<file path="src/hw/rtl/hcbp_pkg.sv">
`default_nettype none
package hcbp_pkg;

  localparam int SYM_COUNT    = 256;
  localparam int SYM_W        = 8;
  localparam int ADDR_W       = $clog2(SYM_COUNT);
  localparam int MAX_CODE_LEN = 32;
  localparam int CODE_W       = 32;
  localparam int LEN_W        = 6;
  localparam int BUF_W        = CODE_W + 7;
  localparam int FILL_W       = 6;
  localparam int TOTAL_W      = 32;
  localparam int QDEPTH       = 2;

  typedef enum logic [1:0] {
    CMD_WRITE  = 2'd0,
    CMD_ENCODE = 2'd1,
    CMD_FLUSH  = 2'd2,
    CMD_SPARE  = 2'd3
  } cmd_t;

  typedef enum logic {
    BK_IDLE,
    BK_EMIT
  } back_state_t;

  typedef struct packed {
    logic [1:0]        cmd;
    logic [SYM_W-1:0]  symbol;
    logic [LEN_W-1:0]  entry_length;
    logic [CODE_W-1:0] entry_code;
  } in_item_t;

  typedef struct packed {
    logic [7:0]         out_byte;
    logic [3:0]         used_bits;
    logic               is_tail;
    logic [TOTAL_W-1:0] total_bytes;
    logic               last;
  } out_item_t;

  typedef struct packed {
    logic [LEN_W-1:0]  length;
    logic [CODE_W-1:0] code;
  } table_entry_t;

  // job handed from front to back: flush, or encode of a masked code
  typedef struct packed {
    logic              is_flush;
    logic [LEN_W-1:0]  length;
    logic [CODE_W-1:0] code;
  } job_t;

endpackage
`default_nettype wire

</file>
<file path="src/hw/rtl/hcbp_queue.sv">
`default_nettype none
module hcbp_queue (
  input  wire logic           clk,
  input  wire logic           rst,
  input  wire logic           push_valid,
  output logic                push_ready,
  input  wire hcbp_pkg::job_t push_job,
  output logic                pop_valid,
  input  wire logic           pop_ready,
  output hcbp_pkg::job_t      pop_job
);
  import hcbp_pkg::*;

  localparam int PTR_W = (QDEPTH > 1) ? $clog2(QDEPTH) : 1;
  localparam int CNT_W = $clog2(QDEPTH + 1);

  job_t slots [QDEPTH];
  logic [PTR_W-1:0] wr_ptr;
  logic [PTR_W-1:0] rd_ptr;
  logic [CNT_W-1:0] fill;
  logic push;
  logic pop;

  assign push_ready = (fill != CNT_W'(QDEPTH));
  assign pop_valid  = (fill != '0);
  assign push       = push_valid && push_ready;
  assign pop        = pop_valid && pop_ready;
  assign pop_job    = slots[rd_ptr];

  always_ff @(posedge clk) begin
    if (push) begin
      slots[wr_ptr] <= push_job;
    end
  end

  always_ff @(posedge clk) begin
    if (rst) begin
      wr_ptr <= '0;
      rd_ptr <= '0;
      fill   <= '0;
    end else begin
      if (push) begin
        wr_ptr <= (wr_ptr == PTR_W'(QDEPTH - 1)) ? '0 : wr_ptr + 1'b1;
      end
      if (pop) begin
        rd_ptr <= (rd_ptr == PTR_W'(QDEPTH - 1)) ? '0 : rd_ptr + 1'b1;
      end
      if (push && !pop) begin
        fill <= fill + 1'b1;
      end else if (pop && !push) begin
        fill <= fill - 1'b1;
      end
    end
  end

endmodule
`default_nettype wire

</file>
<file path="config.mk">
export PLATFORM = sky130hd
export DESIGN_NAME = hcbp_queue
export DESIGN_NICKNAME = d
export VERILOG_FILES = /design/src/hw/rtl/hcbp_pkg.sv /design/src/hw/rtl/hcbp_queue.sv
export SDC_FILE = /design/constraint.sdc
export NUM_CORES = 1
export LEC_CHECK = 0
export BUFFER_PORTS_ARGS = -buffer_cell sky130_fd_sc_hd__buf_2
export CAP_MARGIN = 10
export CORE_MARGIN = 5
export CORE_UTILIZATION = 45
export CTS_BUF_LIST = sky130_fd_sc_hd__clkbuf_4 sky130_fd_sc_hd__clkbuf_8
export CTS_CLUSTER_DIAMETER = 200
export DETAILED_ROUTE_END_ITERATION = 8
export PLACE_DENSITY_LB_ADDON = 0.2
export SLEW_MARGIN = 20
export SYNTH_ARGS = -nofsm -noshare
export SYNTH_HDL_FRONTEND = slang
export SYNTH_SLANG_ARGS = --single-unit
</file>
<file path="constraint.sdc">
create_clock -name clk -period 2.7 [get_ports clk]
set_input_delay 0.54 -clock clk [delete_from_list [all_inputs] [get_ports clk]]
set_output_delay 0.54 -clock clk [all_outputs]
set_load 0.03 [all_outputs]
</file>
# After elaboration in Yosys (flattened, before gate mapping)
# Memories as Yosys holds them, arrays and structs flattened. A register that Yosys moved wholly into a read port is not among the register bits.
# Index checks and enable logic that the tools add are counted.
# Widths: inputs -> output; s select.
# totals
memories	1
ramBits	78
input_bits	43
regBits	4
output_inout_bits	41
# memory_table
name	depth	width	rd	rd_ports_with_merged_regs	wr	line	rtl
slots	2	39	1	1	1	hcbp_queue.sv:17	job_t slots [QDEPTH];
# op_classes
muxes	8
n_reduce_logical	8
eq_ne	1
addsub	4
# ops
operator	n
$mux 1	6
$logic_and 1x1->1	4
$mux 2	2
$reduce_bool 2->1	2
$add 1x1->1 const B	2
$add 2x1->2 const B	1
$logic_not 1->1	2
$ne 2x2->1 const B	1
$sub 2x1->2 const B	1

# Longest topological paths before layout
# Gate-level depths: netlist of the first run.
# depth
word_depth	6
ltp_mapped	6
depth_no_buf	6

# Worst setup path before layout of the first run
# OpenSTA, ideal clock, no wires.
# synth_timing
kind	register to register
start	register fill[0]
end	memory slots[1][0] (netlist name) (enable)
t_arrival_ns	1.803
period_less_slack_ns	2.203
setup_slack_ns	0.497
setup_time_ns	0.400
path_buffers	0
stages_incl_launch_ff	3
path_cell_list	dfxtp_1 > nand2b_1 > and3_1
# synth_via
elab_chain_cells	4
# synth_lines
item	line	rtl
start, declared	hcbp_queue.sv:20	logic [CNT_W-1:0] fill;
start signal, assigned	hcbp_queue.sv:49	fill <= fill + 1'b1;
start signal, assigned	hcbp_queue.sv:51	fill <= fill - 1'b1;
$ne 2x2->1	hcbp_queue.sv:24	assign push_ready = (fill != CNT_W'(QDEPTH));
named net push_ready	hcbp_queue.sv:6	output logic push_ready,
$logic_and 1x1->1	hcbp_queue.sv:26	assign push = push_valid && push_ready;
$mux 1	hcbp_queue.sv:31	if (push) begin
$mux 1 (implied by the code)	hcbp_queue.sv:32	slots[wr_ptr] <= push_job;
end, declared	hcbp_queue.sv:17	
# The timed path passes the listed nets, and every way through them passes these cells.

==> flow_summary.toml, run 1 <==
[run_status]
status = "complete, no violations"

[clock_tree]
clock-root-buffer = "clkbuf_8"
cts_hold_buf = 0
cts_made_buffers = 9
clk_pin_slew_worst_paths_ps = 80
clkLatencyLatePin_ps = 330
cts.htree.levels = 3
postCtsSetupBuffers = 0
cts_resized = 0
cts_buffer_depth = 2
cts_sinks = 83
cts_tree = "done"

[sta]
finalSetupViolations = 0
tightest_slew_ps = 536
slew_viol_final = 0
rsz0062_at_grt = "no"
fin_crit_sh_pct = 77.6
fin_crit_ps = 2090
fmax_mhz = 478
final_hold_viol_count = 0
finClkSkew_ps = 6.61
tns_ps = 0
slew-limit-headroom_pct = 64.2
worst_slack_ps = 606

[power_and_ir_drop]
leakage_nw = 1.42
peakVddDrop_mv = 0.577
power_density_nw_per_um2 = 983
power_w = 0.00371

[worst_setup_path]
crit_end = "pop_job[8]"
cp-start-kind = "register"
cp_cell_sequence = "buf_12 > mux2_2 > buf_2"
cp.required_ps = 2160
cp_max_fo = 33
r2r-end = "slots[1][8]"
critPathCaptureType = "output port"
crit_arrival_ps = 1550
cpPeakStageDelay_ps = 430
worst-setup-path-type = "reg -> out"
cp_slowest_cell = "dfxtp_2"
rr_worst_depth = 3
r2r_setup_slack_ps = 990
timing.rr.start = "fill[0]"

[layout]
area_delta_synth_final_pct = 24.5
multiInputGateArea_sq_um = 559
final_net_count = 282
fin_area_sq_um = 3770
diodes = 0
drive_above_1_share_pct = 59.3
fillers = 527
seqCellArea_sq_um = 2440

[synth]
synth_area_sq_um = 3030
yosysSeqAreaShare_pct = 80.5
synth_warnings = 0
synthCells = 145
ys_ff_latch = 83
avgSynthCellArea_sq_um = 20.9
syn_nets = 189
ys_types = 19

[hold_path]
hold_class = "in -> reg"

[detailed_routing]
first_pass_iters = 4
drt_iter0_drc = 75
wl_mm = 5.07
wl_per_cell_um = 15.7
postRouteAntennaNets = 0
drc_errors = 0
num_vias = 1549
vias_per_cell = 4.80

[global_route]
grt_max_degree = 40
grt_pass1_vias = 1594
grt_pass1_wl_mm = 7.88
antenna_found_initial = 0
overflow = 0
grtUsageTotal_pct = 12.4

[die]
io_pins = 84
core_area_sq_um = 6680
rows = 30
die-area_sq_um = 8480
fp.dieW_um = 92.1
die_h_um = 92.1
start_util_pct = 45.4

[placement]
place_area_sq_um = 3570
place_ws_ps = 937
place_congestion = 0.688
portBuffers = 83
place_hpwl_mm = 3.41

[job]
drv_cap = 0
-- per-layer routing --
layer / vias up / part of all wire, % / track usage (%) / wire length (um)
met1: 742 / 43 / 14.9 / 2160
met2: 46 / 50 / 19.8 / 2540
li1: 754 / - / - / -
met3: 7 / 6.3 / 4.59 / 319
met4: 0 / 0.93 / 5.57 / 47
met5: - / 0 / 0 / 0
-- cells in the final DEF, fill, tap and decap left out, drive strengths merged, types with 2 or more instances in the layout --
| cell type | Yosys | layout |
|---|---|---|
| mux2 | 39 | 39 |
| clkinv | 0 | 3 |
| dfxtp | 5 | 5 |
| nor2 | 3 | 3 |
| a21oi | 2 | 2 |
| edfxtp | 78 | 78 |
| o21ai | 2 | 2 |
| clkbuf | 0 | 13 |
| buf | 4 | 86 |
| xor2 | 3 | 3 |
-- synthesized netlist by cell type (all sizes together) --
master,number,area share (%)
inv,1,0.12
ha,1,0.41
dfxtp,5,3.3
nand2b,1,0.21
edfxtp,78,77
or3,1,0.21
o21ai,2,0.33
a21bo,1,0.33
or2,1,0.21
xor2,3,0.87
buf,4,0.95
nor2,3,0.37
mux2,39,14
a21oi,2,0.33
nand3b,1,0.25
and2,1,0.21
and3,1,0.21
-- area by class of cell --
cell class                      count  share of cell area [%]
Clock inverter                      3                    1.03
Inverter                            1                  0.0994
Multi-Input combinational cell     57                    14.8
Sequential cell                    83                    64.7
Tap cell                           80                    2.65
Timing Repair Buffer               86                    12.3
Clock buffer                       13                    4.41
-- worst min-delay path by stage --
stage / cells after the start / to / slack, ps / from
2_1_floorplan: 2 / fill[1] / 470 / fill[1]
3_3_place_gp: 2 / rd_ptr / 490 / rd_ptr
3_5_place_dp: 2 / fill[1] / 510 / fill[1]
4_1_cts: 1 / slots[0][4] / 370 / push_job[4]
5_1_grt: 1 / slots[0][13] / 360 / push_job[13]
6_report: 1 / slots[0][13] / 390 / push_job[13]
-- where the power goes --
part	internal [W]	switching, W
clock	0.000495	0.000385
combinational	0.000423	0.000733
sequential	0.00161	0.0000630
-- sequential cells by signal, summed over array words and instances, names as in the netlist, named ones only --
register / cells
rd_ptr: 1
wr_ptr: 1
slots: 78
fill: 2
-- per-stage QoR --
stage	cells	hold WS (ps)	utilization, %
detailed placement	307	511	53.4
global placement	307	486	53.4
CTS	323	373	56.5
floorplan	145	471	-
global route	323	361	56.5
finish	323	393	56.5
-- kinds of logic (layout without fill, tap and decap cells) --
kind of cell / Yosys count / in the layout / synth area share (%)
AND/OR/NAND/NOR: 9 / 9 / 1.65
adder cells (fa/ha/maj): 1 / 1 / 0.412
AO/OA/AOI/OAI: 5 / 5 / 0.990
multiplexers: 39 / 39 / 14.5
buffers and inverters: 5 / 103 / 1.07
XOR/XNOR: 3 / 3 / 0.866
flip-flops: 83 / 83 / 80.5
-- critical path: cells and delay by family, from the launching register on --
family,cells,cell delay (ps)
multiplexers,1,360
buffers and inverters,2,420
flip-flops,1,430
No activity file was read; power rests on OpenSTA's default activity.
==> run 2, diff against run 1 <==
==> constraint.sdc (replaced) <==
create_clock -name clk -period 2 [get_ports clk]
set_input_delay 0.4 -clock clk [delete_from_list [all_inputs] [get_ports clk]]
set_output_delay 0.4 -clock clk [all_outputs]
set_load 0.03 [all_outputs]
==> run 2 against run 1 <==
  * Combinational power grew 39%
  * Clock-buffer cell count down 1
  * Core utilization unchanged
  * Final area unchanged
  * Critical endpoint is now pop_job[11]
==> flow_summary.toml, run 2 (synthesized netlist as in run 1, its figures left out) <==
[worst_setup_path]
cp.required_ps = 1600
worst-setup-path-type = "reg -> out"
timing.rr.start = "fill[0]"
rr_worst_depth = 5
cp_max_fo = 18
crit_arrival_ps = 1470
r2r-end = "fill[1]"
r2r_setup_slack_ps = 390
critPathCaptureType = "output port"
cp-start-kind = "register"

[clock_tree]
cts.htree.levels = 3
cts_sinks = 83
clk_pin_slew_worst_paths_ps = 70
cts_tree = "done"
clock-root-buffer = "clkbuf_8"
cts_buffer_depth = 2
cts_hold_buf = 0
cts_made_buffers = 9
clkLatencyLatePin_ps = 330

[placement]
place_hpwl_mm = 3.37
place_congestion = 0.668
place_ws_ps = 394
portBuffers = 83
dp.cells = 308

[hold_path]
hp-start = "push_job[20]"
hold_class = "in -> reg"
hold_path_depth = 1
holdPathEnd = "slots[0][20]"

[global_route]
grt_max_degree = 40
overflow = 0
grt_pass1_vias = 1631
grtUsageTotal_pct = 12.3
grt_pass1_wl_mm = 7.80
antenna_found_initial = 0

[sta]
tns_ps = 0
fin_crit_sh_pct = 93.5
rsz0062_at_grt = "no"
final_hold_viol_count = 0
slew_viol_final = 0
worst_slack_ps = 130
finClkSkew_ps = 4.81
fin_crit_ps = 1870
finalSetupViolations = 0
fmax_mhz = 535
tightest_slew_ps = 297
slew-limit-headroom_pct = 80.0

[power_and_ir_drop]
power_w = 0.00487
peakVddDrop_mv = 0.722
power_density_nw_per_um2 = 1290
leakage_nw = 1.42

[die]
die-area_sq_um = 8480
start_util_pct = 45.4
die_h_um = 92.1
rows = 30
core_area_sq_um = 6680
fp.dieW_um = 92.1
io_pins = 84

[detailed_routing]
postRouteAntennaNets = 0
wl_mm = 5.06
drc_errors = 0
num_vias = 1548
drt_iter0_drc = 71
vias_per_cell = 4.78
first_pass_iters = 3
wl_per_cell_um = 15.6

[layout]
drive_above_1_share_pct = 60.2
utilization_pct = 56.5
fillers = 549
final_cell_mix = "buf_2, edfxtp_1, mux2_2"
instances_no_fill = 324
mostFrequentLayoutCell = "buf_2"
diodes = 0
largest_register_ffs = 78
final_net_count = 283
area_delta_synth_final_pct = 24.5
largest_registers = "slots: 78 flops, fill: 2 flops"
largest_register = "slots"

[run_status]
status = "complete, no violations"

[job]
drv_cap = 0
==> run 2: cell count changes in the layout (fill, tap and decap cells not counted), moves of 2 or more <==
| cell | before | now |
|---|---|---|
| clkinv_2 | 1 | 4 |
| clkinv_1 | 2 | 0 |
| buf_12 | 2 | 4 |
| clkbuf_8 | 11 | 9 |
==> run 2: where the power goes <==
group	leakage, nW	internal (W)	switching, W	total [W]
Clock	0.0942	0.000485	0.000515	0.00100
Combinational	0.556	0.000613	0.000999	0.00161
Sequential	0.770	0.00218	0.0000874	0.00226
==> run 2: layout make-up <==
type	count	area (sq um)	area share (%)
clock buffer	12	146	3.88
clock inverter	4	20.0	0.530
inverter	1	7.51	0.199
multi-input combinational	57	559	14.8
sequential	83	2450	64.8
tap	80	100	2.65
timing repair buffer	87	495	13.1
==> run 2: how the worst max path moves through the flow <==
stage | end | slack [ps] | cells after the start | from
3_5_place_dp | pop_job[34] | 390 | 3 | register
6_report | pop_job[11] | 130 | 3 | register
3_3_place_gp | pop_job[34] | 400 | 3 | register
4_1_cts | pop_job[34] | 20 | 3 | register
2_1_floorplan | slots[0][0] | 150 | 3 | fill[0]
5_1_grt | pop_job[30] | 70 | 3 | register
==> run 2: timing repair <==
| action | CTS | global route |
|---|---|---|
| gates resized for setup | 0 | 1 |
| buffers inserted | 0 | 0 |
| setup endpoints to repair | 0 | 11 |
==> run 2: routing by layer <==
layer	GRT usage [%]	wire, um	vias to the layer above
met1	13.8	2030	746
met4	5.94	62	0
met5	0	0	-
met3	4.18	348	6
li1	-	-	750
met2	20.9	2620	46
==> run 2: per-stage QoR <==
stage               hold WS [ps]  instance area, sq um
floorplan                    469                  3040
global placement             488                  3610
detailed placement           500                  3610
CTS                          234                  3770
global route                 232                  3770
finish                       255                  3770
==> run 2: critical path: stages, from the launching register on <==
cell,delay (ps)
dfxtp_4,430
buf_12,180
mux2_2,350
buf_2,180
==> run 3, diff against run 2 <==
==> constraint.sdc (replaced) <==
create_clock -name clk -period 2 [get_ports clk]
set_input_delay 0.4 -clock clk [delete_from_list [all_inputs] [get_ports clk]]
set_output_delay 0.4 -clock clk [all_outputs]
set_load 0.01 [all_outputs]
==> run 3 against run 2 <==
  * Hold slack got worse by 14 ps
  * Highest routed layer unchanged
  * Worst setup slack got worse by 5.1 ps
  * Final area fell by 0.13%
  * Clock power rose by 17%
  * Sequential power barely moved
  * Die area did not move
  * Core utilization fell by 0.075 points
  * Largest power group unchanged
  * Sequential share of layout area barely moved
  * Non-clock buffer count rose by 1
  * Power fell by 5.9%
==> flow_summary.toml, run 3 (synthesized netlist as in run 1, its figures left out) <==
[global_route]
grtUsageTotal_pct = 12.6
met3_usage_pct = 4.84
overflow = 0
grt_pass1_wl_mm = 8.05
grt.busiest_layer = "met2"
antenna_found_initial = 0
grtUsageMet2_pct = 20.5
grt_max_degree = 40
use_met1_pct = 14.6
grt_pass1_vias = 1637

[clock_tree]
postCtsSetupBuffers = 0
cts_hold_buf = 0
clk_pin_slew_worst_paths_ps = 80
cts_sinks = 83
clock-root-buffer = "clkbuf_8"
cts_tree = "done"
clkLatencyLatePin_ps = 340
cts.htree.levels = 3
cts_buffer_depth = 2
cts_resized = 0
cts_made_buffers = 9

[worst_setup_path]
crit_arrival_ps = 1480
cp.required_ps = 1600
r2r-end = "fill[1]"
critPathCaptureType = "output port"
rr_worst_depth = 5
r2r_setup_slack_ps = 400
cp_max_fo = 21
path_buf_inv = 2
timing.rr.start = "fill[0]"
path_delay_family = "buffers and inverters"
worst-setup-path-type = "reg -> out"
cp-start-kind = "register"
cp_slowest_cell = "mux2_2"
cp_cell_sequence = "buf_4 > mux2_2 > buf_2"
cpPeakStageDelay_ps = 380

[detailed_routing]
drt_iter0_drc = 67
drc_errors = 0
first_pass_iters = 4
wl_mm = 5.15
postRouteAntennaNets = 0
vias_per_cell = 4.76
num_vias = 1548
wl_per_cell_um = 15.8

[sta]
tightest_slew_ps = 313
rsz0062_at_grt = "no"
final_hold_viol_count = 0
slew_viol_final = 0
finClkSkew_ps = 7.52
fin_crit_ps = 1880
slew-limit-headroom_pct = 78.9
fmax_mhz = 533
tns_ps = 0
fin_crit_sh_pct = 93.8
finalSetupViolations = 0

[die]
die-area_sq_um = 8480
io_pins = 84
rows = 30
fp.dieW_um = 92.1
die_h_um = 92.1
start_util_pct = 45.4
core_area_sq_um = 6680

[layout]
largest_register = "slots"
final_net_count = 284
largest_registers = "slots: 78 flops, fill: 2 flops"
largest_register_ffs = 78
final_cell_mix = "buf_2, edfxtp_1, mux2_2"
area_delta_synth_final_pct = 24.3
mostFrequentLayoutCell = "buf_2"
drive_above_1_share_pct = 60.0
fin_area_sq_um = 3770
diodes = 0

[job]
drv_cap = 0

[hold_path]
hp-start = "push_job[9]"
hold_class = "in -> reg"
holdPathEnd = "slots[0][9]"
hold_path_depth = 1

[power_and_ir_drop]
power_density_nw_per_um2 = 1220
leakage_nw = 1.43
peakVddDrop_mv = 0.536

[run_status]
status = "complete, no violations"

[placement]
place_area_sq_um = 3570
place_hpwl_mm = 3.44
portBuffers = 83
place_congestion = 0.677
## run 3: final cells by class
cell class                      instances  area, sq um
Timing Repair Buffer                   88          465
Inverter                                1         3.75
Fill cell                             554         2910
Multi-Input combinational cell         57          559
Clock inverter                          5         52.6
Sequential cell                        83         2440
Clock buffer                           11          145
Tap cell                               80          100
## run 3: how the worst max path moves through the flow
| stage | from | end | slack [ps] | cells after the start |
|---|---|---|---|---|
| after detailed placement | fill[0] | fill[1] | 410 | 5 |
| after global placement | fill[0] | fill[1] | 440 | 5 |
| after floorplan | fill[0] | slots[0][0] | 110 | 3 |
| after global routing | register | pop_job[13] | 40 | 3 |
| final | register | pop_job[8] | 120 | 3 |
| after CTS | register | pop_job[34] | 90 | 3 |
## run 3: routing by layer
layer	vias to the layer above	part of all wire [%]	wire length, um
li1	752	-	-
met1	745	42	2150
met2	45	51	2620
met3	6	6.2	320
met4	0	1.1	59
met5	-	0	0
## run 3: where the power goes
part / internal (W) / switching (W)
Combinational: 0.000568 / 0.000609
Clock: 0.000619 / 0.000555
Sequential: 0.00217 / 0.0000638
## run 3: stage by stage
stage	total power, W	std cells	hold WS [ps]	setup slack, ps	util (%)
2_1_floorplan	0.00303	145	469	112	-
3_3_place_gp	0.00347	309	487	443	53.5
3_5_place_dp	0.00348	309	506	413	53.5
4_1_cts	0.00466	325	220	85.3	56.4
5_1_grt	0.00483	325	209	39.0	56.4
6_report	0.00459	325	240	125	56.4
