`src/hw/rtl/hcbp_pkg.sv`:
```
`default_nettype none
package hcbp_pkg;

  localparam int SYM_COUNT    = 256;
  localparam int SYM_W        = 8;
  localparam int ADDR_W       = $clog2(SYM_COUNT);
  localparam int MAX_CODE_LEN = 32;
  localparam int CODE_W       = 32;
  localparam int LEN_W        = 6;
  localparam int BUF_W        = CODE_W + 7;
  localparam int FILL_W       = 6;
  localparam int TOTAL_W      = 32;
  localparam int QDEPTH       = 2;

  typedef enum logic [1:0] {
    CMD_WRITE  = 2'd0,
    CMD_ENCODE = 2'd1,
    CMD_FLUSH  = 2'd2,
    CMD_SPARE  = 2'd3
  } cmd_t;

  typedef enum logic {
    BK_IDLE,
    BK_EMIT
  } back_state_t;

  typedef struct packed {
    logic [1:0]        cmd;
    logic [SYM_W-1:0]  symbol;
    logic [LEN_W-1:0]  entry_length;
    logic [CODE_W-1:0] entry_code;
  } in_item_t;

  typedef struct packed {
    logic [7:0]         out_byte;
    logic [3:0]         used_bits;
    logic               is_tail;
    logic [TOTAL_W-1:0] total_bytes;
    logic               last;
  } out_item_t;

  typedef struct packed {
    logic [LEN_W-1:0]  length;
    logic [CODE_W-1:0] code;
  } table_entry_t;

  // job handed from front to back: flush, or encode of a masked code
  typedef struct packed {
    logic              is_flush;
    logic [LEN_W-1:0]  length;
    logic [CODE_W-1:0] code;
  } job_t;

endpackage
`default_nettype wire

```
`src/hw/rtl/hcbp_back.sv`:
```
`default_nettype none
module hcbp_back (
  input  wire logic           clk,
  input  wire logic           rst,
  input  wire logic           job_valid,
  output logic                job_ready,
  input  wire hcbp_pkg::job_t job,
  output logic                result_valid,
  input  wire logic           result_ready,
  output hcbp_pkg::out_item_t result
);
  import hcbp_pkg::*;

  back_state_t state;
  back_state_t state_next;

  // pending bits, oldest in bit zero; fill below 8 while idle
  logic [BUF_W-1:0]   bits;
  logic [BUF_W-1:0]   bits_next;
  logic [FILL_W-1:0]  fill;
  logic [FILL_W-1:0]  fill_next;
  logic [TOTAL_W-1:0] count;
  logic [TOTAL_W-1:0] count_next;
  logic [TOTAL_W-1:0] count_inc;
  logic               out_free;
  logic               load;
  out_item_t          load_item;
  logic [BUF_W-1:0]   merged;
  logic [FILL_W-1:0]  merged_fill;

  assign out_free    = !result_valid || result_ready;
  assign count_inc   = (count == '1) ? count : count + 1'b1;
  assign merged      = bits | ({{(BUF_W - CODE_W){1'b0}}, job.code} << fill[2:0]);
  assign merged_fill = fill + job.length;

  always_comb begin
    state_next = state;
    unique case (state)
      BK_IDLE: begin
        if (job_valid && !job.is_flush && (merged_fill >= FILL_W'(8))) begin
          state_next = BK_EMIT;
        end
      end
      BK_EMIT: begin
        if (out_free && (fill < FILL_W'(16))) begin
          state_next = BK_IDLE;
        end
      end
      default: state_next = BK_IDLE;
    endcase
  end

  always_comb begin
    job_ready  = 1'b0;
    load       = 1'b0;
    load_item  = '0;
    bits_next  = bits;
    fill_next  = fill;
    count_next = count;
    unique case (state)
      BK_IDLE: begin
        if (job_valid) begin
          if (job.is_flush) begin
            if (out_free) begin
              job_ready             = 1'b1;
              load                  = 1'b1;
              load_item.out_byte    = bits[7:0];
              load_item.used_bits   = fill[3:0];
              load_item.is_tail     = 1'b1;
              load_item.total_bytes = count_inc;
              load_item.last        = 1'b1;
              bits_next             = '0;
              fill_next             = '0;
              count_next            = '0;
            end
          end else begin
            job_ready = 1'b1;
            bits_next = merged;
            fill_next = merged_fill;
          end
        end
      end
      BK_EMIT: begin
        if (out_free) begin
          load                  = 1'b1;
          load_item.out_byte    = bits[7:0];
          load_item.used_bits   = 4'd8;
          load_item.is_tail     = 1'b0;
          load_item.total_bytes = count_inc;
          load_item.last        = (fill < FILL_W'(16));
          bits_next             = bits >> 8;
          fill_next             = fill - FILL_W'(8);
          count_next            = count_inc;
        end
      end
      default: ;
    endcase
  end

  always_ff @(posedge clk) begin
    if (rst) begin
      state        <= BK_IDLE;
      bits         <= '0;
      fill         <= '0;
      count        <= '0;
      result_valid <= 1'b0;
    end else begin
      state <= state_next;
      bits  <= bits_next;
      fill  <= fill_next;
      count <= count_next;
      if (load) begin
        result_valid <= 1'b1;
      end else if (result_ready) begin
        result_valid <= 1'b0;
      end
    end
  end

  always_ff @(posedge clk) begin
    if (load) begin
      result <= load_item;
    end
  end

endmodule
`default_nettype wire

```
`config.mk`:
```
export PLATFORM = sky130hd
export DESIGN_NAME = hcbp_back
export DESIGN_NICKNAME = d
export VERILOG_FILES = /design/src/hw/rtl/hcbp_pkg.sv /design/src/hw/rtl/hcbp_back.sv
export SDC_FILE = /design/constraint.sdc
export NUM_CORES = 1
export LEC_CHECK = 0
export ABC_AREA = 0
export BUFFER_PORTS_ARGS = -buffer_cell sky130_fd_sc_hd__buf_4
export CORE_MARGIN = 5
export CORE_UTILIZATION = 60
export DETAILED_ROUTE_END_ITERATION = 7
export GPL_TIMING_DRIVEN = 1
export PLACE_DENSITY_LB_ADDON = 0.12
export SYNTH_ARGS = -nofsm -noshare
export SYNTH_HDL_FRONTEND = slang
export SYNTH_SLANG_ARGS = --single-unit
```
`constraint.sdc`:
```
create_clock -name clk -period 4.55 [get_ports clk]
set_input_delay 0.455 -clock clk [delete_from_list [all_inputs] [get_ports clk]]
set_output_delay 0.455 -clock clk [all_outputs]
set_load 0.05 [all_outputs]
```
# --- Word-level counts from Yosys, hierarchy flattened ---
# Index checks and enable logic that the tools add are counted.
word_totals:
  register_bits: 125
  inputBits: 43
  out_inout_bits: 48
  elab_cells: 66
op_classes:
  add_sub_neg: 3
  order_cmp: 2
  n_eq_ne: 6
  shift: 1
  mux: 33
  n_bitwise: 2
  n_reduce_logical: 9
ops:
  columns: ["cell", "count"]
  rows:
  - ["46-bit 2-to-1 mux", 4]
  - ["32-bit 2-to-1 mux", 5]
  - ["39-bit 2-to-1 mux", 4]
  - ["46-bit one-hot mux with 2 select lines", 1]
  - ["39-bit one-hot mux with 2 select lines", 1]
  - ["32-bit one-hot mux with 2 select lines", 1]
  - ["39-bit OR", 1]
  - ["32-bit by 3-bit << shifter with 39-bit output", 1]
  - ["32-bit by 1-bit adder with 32-bit output (second input constant)", 1]
  - ["32-bit == test (second input constant)", 1]
  - ["6-bit 2-to-1 mux", 4]
  - ["6-bit one-hot mux with 2 select lines", 1]
  - ["1-bit 2-to-1 mux", 10]
  - ["6-bit adder", 1]
  - ["6-bit by 4-bit greater-or-equal comparator with 1-bit output (second input constant)", 1]
  - ["6-bit by 5-bit < comparator with 1-bit output (second input constant)", 1]
  - ["2-bit != test (second input constant)", 3]
  - ["6-bit by 4-bit subtractor with 6-bit output (second input constant)", 1]
  - ["1-bit one-hot mux with 2 select lines", 2]
  - ["4-bit AND reduction", 1]
  - ["1-bit logical AND", 3]
  - ["3-bit != test (second input constant)", 1]
  - ["3-bit AND reduction", 1]
  - ["1-bit logical NOT", 2]
  - ["other kinds (4)", 4]

# --- Longest topological paths before layout ---
# Gate-level depths: netlist of the first run.
depth:
  word_depth: 7
  mapped_depth: 9
  depth_no_buf: 7

# --- Worst setup path after synthesis of the first run ---
# Ideal clock, no wire load.
synth_timing:
  kind: "reg-to-reg"
  startpoint: "register result_valid"
  endpoint: "register result[10] in the netlist's numbering (data pin)"
  setup_ns: 0.153
  arrival_time_ns: 3.026
  required_ns: 4.397
  slack_ns: 1.372
  path_stages_with_launch: 9
  n_path_buf: 3
  period_less_slack_ns: 3.178
  path_cell_list: "dfxtp_1 > nor2b_1 > clkbuf_1 > or2_2 > clkbuf_1 > inv_1 > clkbuf_1 > nand2_1 > mux2i_1"
synth_lines:
  columns: ["item", "line_no", "source"]
  rows:
  - ["start, declared", "hcbp_back.sv:8", "output logic result_valid,"]
  - ["start signal, assigned", "hcbp_back.sv:106", "result_valid <= 1'b0;"]
  - ["start signal, assigned", "hcbp_back.sv:113", "result_valid <= 1'b1;"]
  - ["start signal, assigned", "hcbp_back.sv:115", "result_valid <= 1'b0;"]
  - ["end signal, assigned", "hcbp_back.sv:122", "result <= load_item;"]
  - ["end, declared", "hcbp_back.sv:10", "output hcbp_pkg::out_item_t result"]

# --- Worst setup path in the final report of the first run ---
layout_timing:
  startpoint: "register state"
  endpoint: "output job_ready"
layout_between:
  elab_chain_len: 1
layout_lines:
  columns: ["item", "line_no", "source"]
  rows:
  - ["start, declared", "hcbp_back.sv:14", "back_state_t state;"]
  - ["start signal, assigned", "hcbp_back.sv:108", "state <= state_next;"]
  - ["1-bit 2-to-1 mux", "hcbp_back.sv:60", "unique case (state)"]
  - ["end, declared", "hcbp_back.sv:6", "output logic job_ready,"]
# Every way passes these cells.

==> results_dict.tcl, run 1 <==
set metrics [dict create \
    status "completed" \
    drc 0 \
    drive_gt1_share_pct 22.0 \
    postRouteAntennaNets 0 \
    grt.total_usage_pct 25.2 \
    clk_pin_slew_ns 0.05 \
    r2r-end "bits[21]$_SDFFE_PP0P_" \
    ir_drop_v 0.000277 \
    max_slew_margin_pct 41.5 \
    clk_latency_ns 0.41 \
    yosys-top-cells-area "dfxtp_1, edfxtp_1, mux4_2" \
    ys_types 60 \
    groute.layer.met3.usage_pct 6.59 \
    cp_max_fo 20 \
    avgSynthCellArea_um2 9.88 \
    cts_tree "yes" \
    dp.cells 887 \
    die_h_um 117 \
    critical_path.cell_chain "nor2_1 > o22a_1 > nand2_1 > inv_1 > buf_4" \
    globalRoute.totalOverflow 0 \
    grt_pass1_wl_mm 29.0 \
    synth_seq_cells 125 \
    die_w_um 117 \
    cts_root_buf "clkbuf_16" \
    crit_slowest_cell "o22a_1" \
    reg2reg_depth 7 \
    synth_top_area_share_pct 22.9 \
    antenna_found_initial 0 \
    grt-busiest-layer "met2" \
    clock_sinks 125 \
    cts-resized-gates 0 \
    synth.most_common_cell "dfxtp_1" \
    post_cts_buffers 0 \
    vias_per_cell 6.51 \
    finalPower_mw 3.08 \
    p_per_area_nw_per_um2 376 \
    min_path_cells 2 \
    path_class "register to primary output" \
    p_leak_nw 2.97 \
    synthArstFlopShare_pct 0 \
    ys_dominant_reg_cell "dfxtp_1" \
    synth.area.mux_share_pct 14.0 \
    dp_hpwl_mm 11.9 \
    cp.required_ns 4.09 \
    grt_use_met1_pct 31.0 \
    hold_violations 0 \
    area_growth_pct 18.7 \
    fmax_mhz 319 \
    syn_area_um2 6910 \
    worstMarginPinSlew_ns 0.875 \
    whs_ns 0.324 \
    nets 815 \
    grt_max_degree 56 \
    cap_violations 0 \
    setup_violations 0 \
    netlist.top_cell.by_area "dfxtp_1" \
    post-place-ws_ns 1.45 \
    critPathMaxStageDelay_ns 0.58 \
    worstSetupEndpoint "job_ready" \
    r2r_start "state$_SDFF_PP0_" \
    wl_per_cell_um 18.7 \
    finalSetupTns_ns 0 \
    synth-edff-count 46 \
    grtUsageMet2_pct 42.0 \
    gp_congestion 0.860 \
    synth_compound_area_share_pct 19.5 \
    first_pass_iters 5 \
    hold_buffers 0 \
    yosys.area_share.simple_pct 16.0 \
    rsz0062_at_grt "no" \
    worst_hold_path_type "input port to register" \
    start_util_pct 60.8 \
    netlist_instances 700 \
    rows 39 \
    yosysWarnings 0 \
    finalWorstSetupSlack_ns 1.42 \
    slew_viol_final 0 \
    rrSetupSlack_ns 1.59 \
    synth_top_family_by_area "compound AO/OA/AOI/OAI gates" \
    vias 5986 \
    antennaDiodeCount 0 \
    timing.final.crit_share_pct 68.9 \
    drtIter0Drc 447 \
    cp.arrival_ns 2.68 \
    die_area_um2 13800 \
    synthAdderAreaFrac_pct 1.56 \
    worstSetupEndpointType "primary output" \
    ys_seq_area_share_pct 42.9 \
    grt_pass1_vias 5939 \
    port_buffers 90 \
    crit_path_start_kind "register" \
    num_io_pins 91 \
    wirelength_mm 17.2 \
    min_period_ns 3.13 \
    coreArea_um2 11400 \
    fin_skew_ns 0.00581 \
    finalNonFillerCells 920 \
    postSynthNetCount 751 \
    synth_commonest_cells "dfxtp_1, o21ai_0, nand2_1, a21oi_1, edfxtp_1" \
    cts_htree_levels 4 \
    numCtsBuffers 17 \
    clockBufferDepth 2 \
    synthXorXnorAreaFrac_pct 1.90 \
    worstSetupStartpoint "state$_SDFF_PP0_" \
]
[metrics by stage]
| stage | util [%] | instance area (um^2) |
|---|---|---|
| after floorplan | - | 6910 |
| after global placement | 67.0 | 7620 |
| after detailed placement | 67.0 | 7620 |
| after CTS | 72.1 | 8200 |
| after global routing | 72.2 | 8210 |
| final | 72.2 | 8210 |
[registers in the layout, summed over array words and instances, names as in the netlist]
register	count
bits	39
count	32
fill	6
result	46
result_valid	1
state	1
[cell type report]
cell class                      count  area, um^2
Inverter                           17        63.8
Tap cell                          143         179
Fill cell                         822        3160
Sequential cell                   125        2960
Timing Repair Buffer              100         748
Clock buffer                       28         561
Multi-Input combinational cell    503        3670
Clock inverter                      4        20.0
[critical path, delay by kind of cell, from the launching register on]
| kind | cells | cell delay [ns] |
|---|---|---|
| AO/OA/AOI/OAI | 1 | 0.58 |
| buffers and inverters | 2 | 0.39 |
| flip-flops | 1 | 0.51 |
| AND/OR/NAND/NOR | 2 | 0.78 |
[worst min-delay path by stage]
stage                                startpoint                    end  slack (ns)
after floorplan           bits[32]$_SDFFE_PP0P_  bits[32]$_SDFFE_PP0P_        0.43
after global placement    bits[11]$_SDFFE_PP0P_   bits[3]$_SDFFE_PP0P_        0.44
after detailed placement  bits[11]$_SDFFE_PP0P_   bits[3]$_SDFFE_PP0P_        0.45
after CTS                                   rst   fill[1]$_SDFFE_PP0P_        0.31
after global routing                        rst   fill[3]$_SDFFE_PP0P_        0.33
final                                       rst   fill[1]$_SDFFE_PP0P_        0.32
[cell usage in the layout (no fill, tap or decap), drive strengths merged, types with 13 or more instances in the layout]
| cell type | count |
|---|---|
| a21oi | 48 |
| a22oi | 23 |
| and2 | 16 |
| buf | 100 |
| clkbuf | 28 |
| dfxtp | 79 |
| edfxtp | 46 |
| inv | 17 |
| mux2i | 29 |
| mux4 | 27 |
| nand2 | 49 |
| nand3 | 18 |
| nor2 | 30 |
| nor3 | 15 |
| o21ai | 71 |
| or3 | 30 |
| xnor2 | 13 |
[kinds of logic (layout without fill, tap and decap cells)]
| family | after synthesis | after routing |
|---|---|---|
| buf+inv | 72 | 149 |
| mux | 62 | 62 |
| xor+xnor | 15 | 15 |
| simple gates | 206 | 206 |
| compound gates | 212 | 212 |
| fa+ha+maj | 8 | 8 |
| flops | 125 | 125 |
[routing by layer]
| layer | vias up | wire length, um |
|---|---|---|
| met2 | 278 | 8600 |
| met3 | 49 | 1250 |
| met1 | 2838 | 6780 |
| li1 | 2821 | - |
| met4 | 0 | 528 |
| met5 | - | 0 |
[report_power, final]
| part | internal [mW] | switching (mW) | leakage [nW] |
|---|---|---|---|
| Sequential | 1.23 | 0.0344 | 1.10 |
| Combinational | 0.190 | 0.339 | 1.58 |
| Clock | 0.834 | 0.459 | 0.290 |
| Total | 2.25 | 0.832 | 2.97 |
Power figures use the tool's default switching activity.
==> inputs of run 2 (changes only) <==
--- a/config.mk
+++ b/config.mk
@@ -5,10 +5,10 @@
 export SDC_FILE = /design/constraint.sdc
 export NUM_CORES = 1
 export LEC_CHECK = 0
-export ABC_AREA = 0
+export ABC_AREA = 1
 export BUFFER_PORTS_ARGS = -buffer_cell sky130_fd_sc_hd__buf_4
 export CORE_MARGIN = 5
-export CORE_UTILIZATION = 60
+export CORE_UTILIZATION = 59
 export DETAILED_ROUTE_END_ITERATION = 7
 export GPL_TIMING_DRIVEN = 1
 export PLACE_DENSITY_LB_ADDON = 0.12
==> constraint.sdc (replaced) <==
create_clock -name clk -period 2.93 [get_ports clk]
set_input_delay 0.293 -clock clk [delete_from_list [all_inputs] [get_ports clk]]
set_output_delay 0.293 -clock clk [all_outputs]
set_load 0.05 [all_outputs]
==> run 2 against run 1 <==
Compared with the run above:
- clock-buffer cell count decreased by 8
- wire length rose by 4.9%
- die area grew 4.8%
- register-to-register slack worse by 0.72 ns
- total power is 63% higher
- design area rose by 2.1%
- flip-flop and latch count unchanged
- clock skew rose by 0.0035 ns
==> results_dict.tcl, run 2 <==
set metrics [dict create \
    critPathMaxStageDelay_ns 0.39 \
    postSynthNetCount 1074 \
    clk_latency_ns 0.42 \
    p_clk_share_pct 40.4 \
    yosysWarnings 0 \
    crit_slowest_cell "nor2_1" \
    dp_hpwl_mm 12.4 \
    p_per_area_nw_per_um2 600 \
    path_class "register to register" \
    cts_root_buf "clkbuf_16" \
    die_area_um2 14400 \
    cp.required_ns 3.08 \
    clockBufferDepth 2 \
    numCtsBuffers 17 \
    synthArstFlopShare_pct 0 \
    crit_path_start_kind "register" \
    top_register "result" \
    grt_max_degree 52 \
    top_regs "result (46), bits (39), count (32)" \
    fmax_mhz 486 \
    cp.arrival_ns 2.21 \
    dp.cells 1225 \
    worstMarginPinSlew_ns 0.811 \
    largest_reg_flops 46 \
    combPwrFrac_pct 20.0 \
    globalRoute.totalOverflow 0 \
    antennaDiodeCount 0 \
    reg2reg_depth 10 \
    synth-edff-count 46 \
    ys_dominant_reg_cell "dfxtp_1" \
    avgSynthCellArea_um2 6.99 \
    design_area_um2 8380 \
    post_cts_buffers 0 \
    ir_drop_v 0.000316 \
    ys_types 39 \
    grt_pass1_vias 6480 \
    clock_sinks 125 \
    worst_hold_path_type "input port to register" \
    synth_seq_cells 125 \
    die_w_um 120 \
    synth_top_area_share_pct 22.1 \
    swShare_pct 30.4 \
    cts-resized-gates 0 \
    antenna_found_initial 0 \
    max_slew_margin_pct 45.8 \
    crit_family "simple AND/OR/NAND/NOR gates" \
    final_cell_mix "nand2_1, nand3_1, buf_4" \
    first_pass_iters 6 \
    drive_gt1_share_pct 15.5 \
    synth_commonest_cells "nand2_1, nand3_1, nor2_1, dfxtp_1, inv_1" \
    cap_violations 0 \
    setup_violations 0 \
    fin_skew_ns 0.00927 \
    clk_pin_slew_ns 0.05 \
    placed_cell_area_um2 7810 \
    cp_max_fo 5 \
    hold_violations 0 \
    vias 6774 \
    cts_htree_levels 4 \
    num_io_pins 91 \
    seqPwrFrac_pct 39.6 \
    critical_path.cell_chain "ha_1 > nand2_1 > inv_1 > nand3_1 > nor2_1 > nand2_1 > nor2_1 > nand3_1 > nand2_1 > nor2_1" \
    finalSetupTns_ns 0 \
    netlist_instances 1023 \
    start_util_pct 59.8 \
    port_buffers 90 \
    area_growth_pct 17.2 \
    finalNonFillerCells 1257 \
    ys_seq_area_share_pct 41.4 \
    postRouteAntennaNets 0 \
    nets 1148 \
    vias_per_cell 5.39 \
    wl_per_cell_um 14.3 \
    netlist.top_cell.by_area "dfxtp_1" \
    synth.most_common_cell "nand2_1" \
    min_period_ns 2.06 \
    internal_power_mw 3.50 \
    drtIter0Drc 756 \
    worstSetupEndpointType "register" \
    coreArea_um2 12000 \
    gp_congestion 0.956 \
    status "completed" \
    p_leak_nw 3.74 \
    hold_buffers 0 \
    power.switching_mw 1.53 \
    grt_pass1_wl_mm 30.3 \
    grt.total_usage_pct 25.8 \
    yosys-top-cells-area "dfxtp_1, nand2_1, edfxtp_1" \
    cts_tree "yes" \
    min_path_cells 2 \
    drc 0 \
    slew_viol_final 0 \
    timing.final.crit_share_pct 70.2 \
    wirelength_mm 18.0 \
    rsz0062_at_grt "no" \
    syn_area_um2 7150 \
    rows 40 \
    crit_buf_inv 1 \
    final_common_cell "nand2_1" \
    worstSetupPathDepth 10 \
    die_h_um 120 \
]
run 2: cell count changes after synthesis, moves of 27 or more:
cell and change:
nand3_1 +92, nand2_1 +352, inv_1 +54, mux4_2 -27, or3_1 -30, o21ai_0 -31, nor2_1 +52, clkbuf_1 -27
run 2: power by group through the flow:
stage / clock network [mW] / registers [mW] / logic, mW
2_1_floorplan: 0 / 2.23 / 0.520
3_3_place_gp: 0 / 2.02 / 0.988
3_5_place_dp: 0 / 2.02 / 0.996
4_1_cts: 2.05 / 1.99 / 1.00
5_1_grt: 2.14 / 2.00 / 1.10
6_report: 2.03 / 1.99 / 1.01
run 2: final timing paths:
check,start,endpoint,slack (ns)
hold reg to reg,bits[19]$_SDFFE_PP0P_,bits[19]$_SDFFE_PP0P_,0.46
setup / recovery,count[0]$_SDFFE_PP0P_,result[21]$_DFFE_PP_,0.87
hold / removal,rst,state$_SDFF_PP0_,0.11
setup reg to reg,count[0]$_SDFFE_PP0P_,result[21]$_DFFE_PP_,0.87
run 2: kinds of logic (layout without fill, tap and decap cells):
logic type	count (synthesis)	in the layout	synth area share, %
compound gates	111	111	8.27
xor+xnor	15	15	1.84
fa+ha+maj	8	8	1.50
buf+inv	118	205	7.68
flops	125	125	41.4
mux	6	6	0.840
simple gates	640	640	38.4
run 2: metrics by stage:
step	worst slack [ns]	total power [mW]	utilization, %	hold WS [ns]
floorplan	0.484	2.75	-	0.362
global placement	0.931	3.01	65.3	0.438
detailed placement	0.909	3.02	65.3	0.439
CTS	0.899	5.04	70.1	0.102
global route	0.726	5.24	70.1	0.112
finish	0.872	5.03	70.1	0.111
run 2: cell type report:
cell class | count | area (um^2)
multi-input combinational | 780 | 3640
clock inverter | 12 | 121
timing repair buffer | 96 | 733
fill | 1064 | 3580
inverter | 77 | 292
tap | 147 | 184
sequential | 125 | 2960
clock buffer | 20 | 447
run 2: worst register-to-register path, stage by stage (launching register included):
cell	delay [ns]
dfxtp_1	0.37
ha_1	0.18
nand2_1	0.10
inv_1	0.09
nand3_1	0.25
nor2_1	0.39
nand2_1	0.09
nor2_1	0.10
nand3_1	0.09
nand2_1	0.09
nor2_1	0.04
run 2: routing by layer:
layer | wire length [um] | global-route usage [%] | vias to the layer above | share of wire (%)
li1 | - | - | 3441 | -
met1 | 7630 | 31.8 | 3036 | 42
met2 | 8720 | 43.9 | 255 | 48
met3 | 1120 | 4.95 | 42 | 6.2
met4 | 540 | 11.7 | 0 | 3.0
met5 | 0 | 0 | - | 0
==> inputs of run 3 (changes only) <==
--- a/config.mk
+++ b/config.mk
@@ -8,7 +8,7 @@
 export ABC_AREA = 1
 export BUFFER_PORTS_ARGS = -buffer_cell sky130_fd_sc_hd__buf_4
 export CORE_MARGIN = 5
-export CORE_UTILIZATION = 59
+export CORE_UTILIZATION = 53
 export DETAILED_ROUTE_END_ITERATION = 7
 export GPL_TIMING_DRIVEN = 1
 export PLACE_DENSITY_LB_ADDON = 0.12
==> constraint.sdc (replaced) <==
create_clock -name clk -period 1.7 [get_ports clk]
set_input_delay 0.17 -clock clk [delete_from_list [all_inputs] [get_ports clk]]
set_output_delay 0.17 -clock clk [all_outputs]
set_load 0.05 [all_outputs]
==> run 3 against run 2 <==
Compared with the run above:
- the run now ends with negative setup slack left
- non-clock buffer count up 55
- sequential share of layout area fell by 2.4 points
- hold slack worse by 0.0050 ns
- global-route usage decreased by 1.4 points
- wire length up 8.4%
- clock skew up 0.0027 ns
- first-iteration DRC count is 14% lower
- combinational power is 85% higher
==> results_dict.tcl, run 3 (synthesized netlist as in run 2, its figures left out) <==
set metrics [dict create \
    cp.required_ns 1.86 \
    coreArea_um2 13200 \
    top_register "result" \
    globalRoute.totalOverflow 0 \
    top_regs "result (46), bits (39), count (32)" \
    rows 42 \
    timing.final.crit_share_pct 100 \
    max_slew_margin_pct 74.5 \
    cts_htree_levels 4 \
    area_growth_pct 26.5 \
    postRouteAntennaNets 0 \
    reg2reg_depth 9 \
    num_io_pins 91 \
    dp.cells 1302 \
    worst_hold_path_type "input port to register" \
    hold_violations 0 \
    grt_pass1_vias 6673 \
    setup_violations 1 \
    die_area_um2 15900 \
    clockBufferDepth 2 \
    numCtsBuffers 17 \
    placed_cell_area_um2 8330 \
    fin_skew_ns 0.0120 \
    p_per_area_nw_per_um2 960 \
    vias_per_cell 5.32 \
    worstSetupEndpointType "register" \
    ir_drop_v 0.000543 \
    clk_pin_slew_ns 0.05 \
    crit_path_start_kind "register" \
    r2r-end "result[18]$_DFFE_PP_" \
    drive_gt1_share_pct 22.1 \
    finalWorstSetupSlack_ns -0.00613 \
    port_buffers 90 \
    clock_sinks 125 \
    design_area_um2 9050 \
    post-place-ws_ns -0.0924 \
    wirelength_mm 19.5 \
    cp.arrival_ns 1.86 \
    path_class "register to register" \
    grt_pass1_wl_mm 31.6 \
    slew_viol_final 0 \
    die_w_um 126 \
    r2r_start "count[11]$_SDFFE_PP0P_" \
    cts_root_buf "clkbuf_16" \
    cp_max_fo 6 \
    worstMarginPinSlew_ns 0.382 \
    antenna_found_initial 0 \
    finalSetupTns_ns -0.00613 \
    drtIter0Drc 653 \
    antennaDiodeCount 0 \
    hp-start "result_ready" \
    first_pass_iters 5 \
    gp_congestion 0.927 \
    p_leak_nw 4.06 \
    die_h_um 126 \
    min_period_ns 1.71 \
    status "finished with violations" \
    rrSetupSlack_ns -0.006 \
    start_util_pct 54.0 \
    cap_violations 0 \
    nets 1203 \
    fmax_mhz 586 \
    finalNonFillerCells 1340 \
    violations "negative setup slack" \
    min_path_cells 4 \
    drc 0 \
    grt.total_usage_pct 24.4 \
    vias 7132 \
    dp_hpwl_mm 14.1 \
    grt_max_degree 47 \
    wl_per_cell_um 14.6 \
    whs_ns 0.106 \
    cts_tree "yes" \
    clk_latency_ns 0.42 \
    final_common_cell "nand2_1" \
    hold_end "result_valid$_SDFFE_PP0P_" \
    final_cell_mix "nand2_1, buf_4, nand3_1" \
    largest_reg_flops 46 \
]
## run 3: cell types whose count changed in the layout (fill, tap and decap cells not counted), moves of 7 or more
cell and delta:
buf_4 +47, dfxtp_1 -11, dfxtp_2 +9, buf_12 +7
nand2_1 -7, nor2_1 -7
## run 3: what timing repair did
item                       CTS  global route
pin swaps                    1             9
setup endpoints to repair   10            72
resized for setup            4            34
setup buffers                0             6
hold endpoints to repair     3             0
hold buffers                 1             0
## run 3: where the power goes
group	switching (mW)	internal, mW	total [mW]
Combinational	1.24	0.621	1.87
Sequential	0.109	3.34	3.45
Clock	1.25	2.13	3.38
Total	2.60	6.08	8.69
## run 3: final cells by class
cell class / count / area, um^2
fillers: 1163 / 4190
multi-input cells: 780 / 3760
flip-flops and latches: 125 / 2980
repair buffers: 151 / 1240
clock buffers: 30 / 544
inverters: 77 / 304
well taps: 176 / 220
clock inverters: 1 / 5.00
## run 3: worst max path at each step
stage / cells past startpoint / slack [ns] / startpoint / to
2_1_floorplan: 6 / -0.33 / result_valid$_SDFFE_PP0P_ / result[3]$_DFFE_PP_
3_3_place_gp: 9 / -0.03 / count[1]$_SDFFE_PP0P_ / result[27]$_DFFE_PP_
3_5_place_dp: 9 / -0.09 / count[1]$_SDFFE_PP0P_ / result[27]$_DFFE_PP_
4_1_cts: 9 / 0.003 / count[1]$_SDFFE_PP0P_ / result[31]$_DFFE_PP_
5_1_grt: 9 / -0.07 / count[11]$_SDFFE_PP0P_ / result[19]$_DFFE_PP_
6_report: 9 / -0.006 / count[11]$_SDFFE_PP0P_ / result[18]$_DFFE_PP_
## run 3: stage by stage
stage | util (%) | power [mW]
2_1_floorplan | - | 4.75
3_3_place_gp | 62.9 | 5.31
3_5_place_dp | 62.9 | 5.33
4_1_cts | 67.2 | 8.70
5_1_grt | 68.3 | 9.04
6_report | 68.3 | 8.69
## run 3: metal layers
layer / routed length (um) / vias up / GRT usage, %
li1: - / 3555 / -
met1: 7880 / 3270 / 29.0
met2: 9950 / 255 / 43.0
met3: 1060 / 52 / 4.91
met4: 644 / 0 / 10.2
met5: 0 / - / 0
## run 3: critical path: stages (launching register included)
cell and delay, ns:
dfxtp_1 0.39, nand2_1 0.16, nor2_1 0.21, nand2_2 0.13, nor2_8 0.19, nand3_4 0.14, nand2_2 0.08, nand2_1 0.06
nand2_1 0.06, nor2_1 0.04
